### src/rtl/cstk_pkg.sv
// shared constants and types for the cosine similarity top-k block
`default_nettype none
package cstk_pkg;
  localparam int unsigned VecMax   = 512;
  localparam int unsigned TopkMax  = 64;
  localparam int unsigned KeepW    = 7;
  localparam logic [6:0]  KeepReset = 7'd40;
  localparam int unsigned IdW      = 20;
  localparam int unsigned ElemW    = 16;
  localparam int unsigned AccW     = 44;

  typedef enum logic [1:0] {
    KIND_QUERY  = 2'd0,
    KIND_CAND   = 2'd1,
    KIND_FINISH = 2'd2,
    KIND_NONE   = 2'd3
  } kind_e;
endpackage
`default_nettype wire

### src/rtl/cstk_score.sv
// iterative score unit: bisection over m with one shared multiplier
`default_nettype none
module cstk_score (
  input  wire logic                       clk_i,
  input  wire logic                       rst_ni,
  input  wire logic                       start_i,
  input  wire logic signed [cstk_pkg::AccW-1:0] dot_i,
  input  wire logic [cstk_pkg::AccW-1:0]  nq_i,
  input  wire logic [cstk_pkg::AccW-1:0]  nc_i,
  output logic                            done_o,
  output logic signed [15:0]              score_o
);
  import cstk_pkg::*;

  // p = nq*nc and d2<<32 need 88 and 120 bits; products are done bit-serially
  localparam int unsigned PW = 2 * AccW;
  localparam int unsigned RW = 2 * AccW + 32;
  localparam int unsigned TW = 32;

  typedef enum logic [5:0] {
    S_IDLE = 6'b000001,
    S_P    = 6'b000010,
    S_D2   = 6'b000100,
    S_MID  = 6'b001000,
    S_TEST = 6'b010000,
    S_DONE = 6'b100000
  } st_e;

  st_e            st_q, st_d;
  logic [AccW-1:0] ad_q;
  logic            neg_q;
  logic [PW-1:0]   p_q;
  logic [RW-1:0]   rhs_q;
  logic [RW-1:0]   acc_q;
  logic [RW-1:0]   mcand_q;
  logic [AccW-1:0] mplier_q;
  logic [6:0]      bit_q;
  logic [16:0]     lo_q, hi_q, mid_q;
  logic [TW-1:0]   t_q;
  logic [1:0]      tph_q;

  logic [16:0] mid_w;
  logic [17:0] two_m;
  assign mid_w = 17'((18'(lo_q) + 18'(hi_q) + 18'd1) >> 1);
  assign two_m = {mid_w, 1'b0} - 18'd1;

  // sequencer: shift-add multiply for p, d2, t*t and p*t2, then compare
  always_comb begin
    st_d = st_q;
    case (st_q)
      S_IDLE: if (start_i) st_d = S_P;
      S_P:    if (bit_q == 7'(AccW - 1)) st_d = S_D2;
      S_D2:   if (bit_q == 7'(AccW - 1)) st_d = S_MID;
      S_MID:  st_d = (lo_q < hi_q) ? S_TEST : S_DONE;
      S_TEST: if (tph_q == 2'd1 && bit_q == 7'(2 * TW - 1)) st_d = S_MID;
      S_DONE: st_d = S_IDLE;
      default: st_d = S_IDLE;
    endcase
  end

  always_ff @(posedge clk_i or negedge rst_ni) begin
    if (!rst_ni) begin
      st_q <= S_IDLE;
    end else begin
      st_q <= st_d;
    end
  end

  // datapath
  always_ff @(posedge clk_i) begin
    case (st_q)
      S_IDLE: begin
        if (start_i) begin
          neg_q    <= dot_i[AccW-1];
          ad_q     <= dot_i[AccW-1] ? AccW'(-dot_i) : AccW'(dot_i);
          mcand_q  <= RW'(nq_i);
          mplier_q <= nc_i;
          acc_q    <= '0;
          bit_q    <= '0;
          lo_q     <= '0;
          hi_q     <= 17'd32768;
        end
      end
      S_P: begin
        if (mplier_q[0]) acc_q <= acc_q + mcand_q;
        mcand_q  <= mcand_q << 1;
        mplier_q <= mplier_q >> 1;
        bit_q    <= bit_q + 7'd1;
        if (bit_q == 7'(AccW - 1)) begin
          p_q      <= PW'(mplier_q[0] ? acc_q + mcand_q : acc_q);
          acc_q    <= '0;
          mcand_q  <= RW'(ad_q) << 32;
          mplier_q <= ad_q;
          bit_q    <= '0;
        end
      end
      S_D2: begin
        if (mplier_q[0]) acc_q <= acc_q + mcand_q;
        mcand_q  <= mcand_q << 1;
        mplier_q <= mplier_q >> 1;
        bit_q    <= bit_q + 7'd1;
        if (bit_q == 7'(AccW - 1)) begin
          rhs_q <= mplier_q[0] ? acc_q + mcand_q : acc_q;
        end
      end
      S_MID: begin
        // first form t*t, then p*t2
        mid_q    <= mid_w;
        t_q      <= TW'(two_m);
        acc_q    <= '0;
        mcand_q  <= RW'(two_m);
        mplier_q <= AccW'(two_m);
        bit_q    <= '0;
        tph_q    <= 2'd0;
      end
      S_TEST: begin
        if (tph_q == 2'd0) begin
          if (mplier_q[0]) acc_q <= acc_q + mcand_q;
          mcand_q  <= mcand_q << 1;
          mplier_q <= mplier_q >> 1;
          bit_q    <= bit_q + 7'd1;
          if (bit_q == 7'd17) begin
            t_q      <= TW'(mplier_q[0] ? acc_q + mcand_q : acc_q);
            acc_q    <= '0;
            mcand_q  <= RW'(p_q);
            bit_q    <= '0;
            tph_q    <= 2'd1;
          end
        end else begin
          if (t_q[bit_q[4:0]]) acc_q <= acc_q + mcand_q;
          mcand_q <= mcand_q << 1;
          bit_q   <= bit_q + 7'd1;
          if (bit_q == 7'(TW - 1)) begin
            bit_q <= 7'(2 * TW - 1);
          end
          if (bit_q == 7'(2 * TW - 1)) begin
            if (acc_q <= rhs_q) lo_q <= mid_q;
            else                hi_q <= mid_q - 17'd1;
          end
        end
      end
      default: ;
    endcase
  end

  assign done_o  = (st_q == S_DONE);
  assign score_o = neg_q ? -16'(lo_q) : (lo_q[15] ? 16'sd32767 : 16'(lo_q));
endmodule
`default_nettype wire

### config.mk
export PLATFORM = sky130hd
export DESIGN_NAME = cstk_score
export DESIGN_NICKNAME = d
export VERILOG_FILES = /design/src/rtl/cstk_pkg.sv /design/src/rtl/cstk_score.sv
export SDC_FILE = /design/constraint.sdc
export NUM_CORES = 2
export LEC_CHECK = 0
export BUFFER_PORTS_ARGS = -buffer_cell sky130_fd_sc_hd__clkbuf_2
export CELL_PAD_IN_SITES_DETAIL_PLACEMENT = 0
export CELL_PAD_IN_SITES_GLOBAL_PLACEMENT = 2
export CORE_MARGIN = 2
export CORE_UTILIZATION = 46
export CTS_CLUSTER_SIZE = 28
export DETAILED_ROUTE_END_ITERATION = 10
export PLACE_DENSITY = 0.92
export SLEW_MARGIN = 10
export SYNTH_ARGS = -nofsm -noshare
export SYNTH_HDL_FRONTEND = slang
export SYNTH_SLANG_ARGS = --single-unit
### constraint.sdc
create_clock -name clk_i -period 20.3 [get_ports clk_i]
set_input_delay 0 -clock clk_i [delete_from_list [all_inputs] [get_ports clk_i]]
set_output_delay 0 -clock clk_i [all_outputs]
set_load 0.01 [all_outputs]
==> key figures <==
Status
  • Status: complete, no violations

Layout
  • Most frequent cells in the layout: 628 x edfxtp_1, 310 x inv_1, 277 x ha_1, 253 x nand2_1, 251 x a21oi_1
  • Layout area overhead: 15.21%
  • Share of post-route cells with drive strength above 1: 0.1165
  • NumNets Final: between 4000 and 5000
  • Antenna Diode Count: 0
  • Commonest non-fill, non-tap cell in the layout: edfxtp_1
  • Final std cells w/o fill: just over 5000

Placed design
  • Cells after DPL: between 4000 and 5000
  • Gpl congestion: between 0.8 and 0.9
  • Post-DP HPWL: 80.02 mm
  • Port Buffers: 151

Synth
  • Area leader, netlist: edfxtp_1
  • Adder-Cell Fraction of Synth Area: 0.08945
  • EDFF count, synth: 628
  • Mapped Cells: approximately 3600
  • Largest family of logic cells by synthesized area: compound AO/OA/AOI/OAI gates
  • Netlist cell types: 96
  • Register area share after synthesis: 0.4850
  • XOR/XNOR Fraction of Synth Area: 0.04536
  • Area contributors post-synth: edfxtp_1 48%, ha_1 8.8%, a21oi_1 3.2%
  • Cell Area, Synth: 39190 um^2
  • Area share of and/or/nand/nor cells after synthesis: 0.1092
  • Synth Register Bits: 634
  • Warnings, synthesis: 0
  • Top-area cell type share of the netlist area: 0.4811
  • Ys async rst share: 0.009464
  • Compound-Gate Fraction of Synth Area: 0.1829
  • Ys flop type: edfxtp_1
  • Syn Area/Cell: between 10 and 15 um^2
  • Syn_nets: 4050
  • Mux cell area share after synthesis: 0.03879

Die
  • Num rows: 107
  • Total die area: 87550 um^2
  • IO Count: 152
  • Initial Utilization: 0.4625
  • Die Wd: 295.9 um
  • Core area: around 85000 um^2
  • Die Span Y: 295.9 um

Power
  • Psw: 3.803 mW
  • Peak VDD IR: 93.47 uV
  • Part of the power in the clock network: 0.163
  • Leak pwr: approximately 18 nW
  • Sequential Power Share: 0.300
  • Internal power: 4.690 mW
  • Power consumption: 8.494 mW
  • Cell Pwr Density: 188.1 nW/um^2
  • Switching Fraction: 0.4478
  • Comb power frac: 0.537

Routing
  • Wire per inst: 22.20 um
  • Post-route DRC: 0
  • Routed wire length: 112.9 mm
  • Via count: 30090
  • Routed vias/inst: 5.918
  • First-pass DRT Iterations: 9
  • DRT antenna net count: 0
  • 1st-iter DRT viols: 3020

CTS
  • Root Buffer: clkbuf_16
  • Worst-path clk slew: 0.06 ns
  • Total CTS buffers: 73
  • Resized cells post-CTS: 0
  • Clk_lat worst skew: approximately 0.65 ns
  • Clk buf depth: 3
  • H-Tree Depth: 3
  • Clock Sinks: 634
  • TritonCTS clock tree: yes

Worst setup path
  • WP buf/inv: 0
  • Crit-path cells: or2_2, fa_1, nand2b_1, a21oi_1, o21ai_0, nand3_1, a31oi_1, o21ai_0, xnor2_1, and4bb_2, nand4_1, or3_1, xor2_1, o21ai_0
  • Max stage delay cell, worst path: xor2_1
  • Delay-heaviest family, CP: simple AND/OR/NAND/NOR gates
  • CP peak stage delay: 0.57 ns
  • Critical Path Most Common Cell: o21ai_0
  • Worst Path Arrival: 4.94 ns
  • CP max FO: 7
  • CP Class: reg2reg
  • Crit end category: flip-flop
  • CP required: 20.64 ns
  • Startpoint Class: flip-flop

Timing
  • Pins Over Slew Limit: 0
  • Final Skew: 0.04369 ns
  • Final Hold Fails: 0
  • Tcrit/Tclk final: 0.2268
  • Setup TNS: 0 ns
  • Rel. slew slack: 0.2075
  • Crit path time final: 4.603 ns
  • Max Clk Rate: 217.2 MHz
  • RSZ-0062 raised after global routing: false
  • Worst-margin pin slew: 1.189 ns
  • # setup viols final: 0

Global route
  • GRT Residual Overflow: 0
  • First-pass GRT wire length: about 170 mm
  • Number of global-route vias before repair: 29500
  • Initial antenna violation count: 3
  • Largest net degree at the start of global routing: between 100 and 150
  • Gr usage total: 0.2543

Flow run
  • # Max-Cap Violations: 0

Hold path
  • Hold WC Path Type: in2reg
power groups by stage:
| stage | Sequential [mW] | Combinational [mW] | Clock (mW) |
|---|---|---|---|
| floorplan | 2.45 | 3.31 | 0 |
| global placement | 2.56 | 4.46 | 0 |
| detailed placement | 2.56 | 4.48 | 0 |
| CTS | 2.54 | 4.54 | 1.40 |
| global route | 2.59 | 5.02 | 1.45 |
| finish | 2.54 | 4.56 | 1.39 |
synth_stat cells, types with 11 or more instances:
cell type	instances
edfxtp_1	628
inv_1	311
ha_1	277
nand2_1	254
a21oi_1	253
nor2_1	226
o21ai_0	163
clkbuf_1	145
xnor2_1	140
a21o_1	135
a222oi_1	103
a22o_1	98
nand4_1	90
mux2_2	83
nor3_1	65
xor2_1	63
and2_1	60
nand3_1	42
mux2i_1	36
o21bai_1	35
o31ai_1	31
a31oi_1	30
or3_1	28
nand2b_1	21
nor2b_1	20
a221oi_1	18
nor4_1	17
o21a_1	15
o21ai_1	13
and3_1	12
o211ai_1	12
a21oi_2	11
or2_2	11
cells by family (layout without fill, tap and decap cells):
| family | Yosys count | count (layout) |
|---|---|---|
| AO/OA/AOI/OAI | 1017 | 1017 |
| AND/OR/NAND/NOR | 886 | 886 |
| flip-flops | 634 | 634 |
| buffers and inverters | 488 | 792 |
| adder cells (fa/ha/maj) | 279 | 279 |
| XOR/XNOR | 203 | 203 |
| multiplexers | 129 | 129 |
flip-flops by register name (all words and copies together), names as in the netlist, 32 cells and up:
name / count
t_q: 32
p_q: 88
mplier_q: 44
rhs_q: 120
acc_q: 120
mcand_q: 120
ad_q: 44
metrics by stage:
stage	instance area [um^2]	hold WS, ns	utilization	setup WS, ns
floorplan	39190	-0.2956	-	12.42
global placement	40990	-0.1725	0.4837	15.79
detailed placement	40990	-0.1691	0.4837	15.78
CTS	45150	0.1198	0.5328	15.75
global route	45150	0.1355	0.5328	15.41
finish	45150	0.1449	0.5328	15.70
final timing paths:
| path | from | end | slack, ns | depth (start not counted) |
|---|---|---|---|---|
| setup / recovery | lo_q[0] | mcand_q[17] | 15.70 | 14 |
| max in group asynchronous | rst_ni | st_q[0] | 19.67 | 3 |
| hold / removal | dot_i[0] | ad_q[0] | 0.14 | 2 |
| hold reg to reg | mplier_q[29] | mplier_q[28] | 0.53 | 2 |
| setup reg to reg | lo_q[0] | mcand_q[17] | 15.70 | 14 |
| min in group asynchronous | rst_ni | st_q[4] | 0.35 | 3 |
what timing repair did:
| action | in CTS | in global routing |
|---|---|---|
| hold buffers | 165 | 0 |
| endpoints found under the hold margin | 140 | 0 |
| setup buffers | 0 | 0 |
layer usage:
metal  share of wire  up-vias  track usage
met2            0.48     1001       0.4221
met3           0.062      197      0.03950
met5         0.00017        -            0
met1            0.43    14660       0.3405
li1                -    14230            -
met4           0.032        4      0.08382
area by class of cell:
type	count	area (um^2)
Timing Repair Buffer	348	2673
Tap cell	1144	1431
Clock inverter	45	621.8
Sequential cell	634	19010
Multi-Input combinational cell	2514	18350
Inverter	312	1176
Fill cell	7424	39590
Clock buffer	87	1889
No activity file was read; power rests on OpenSTA's default activity.
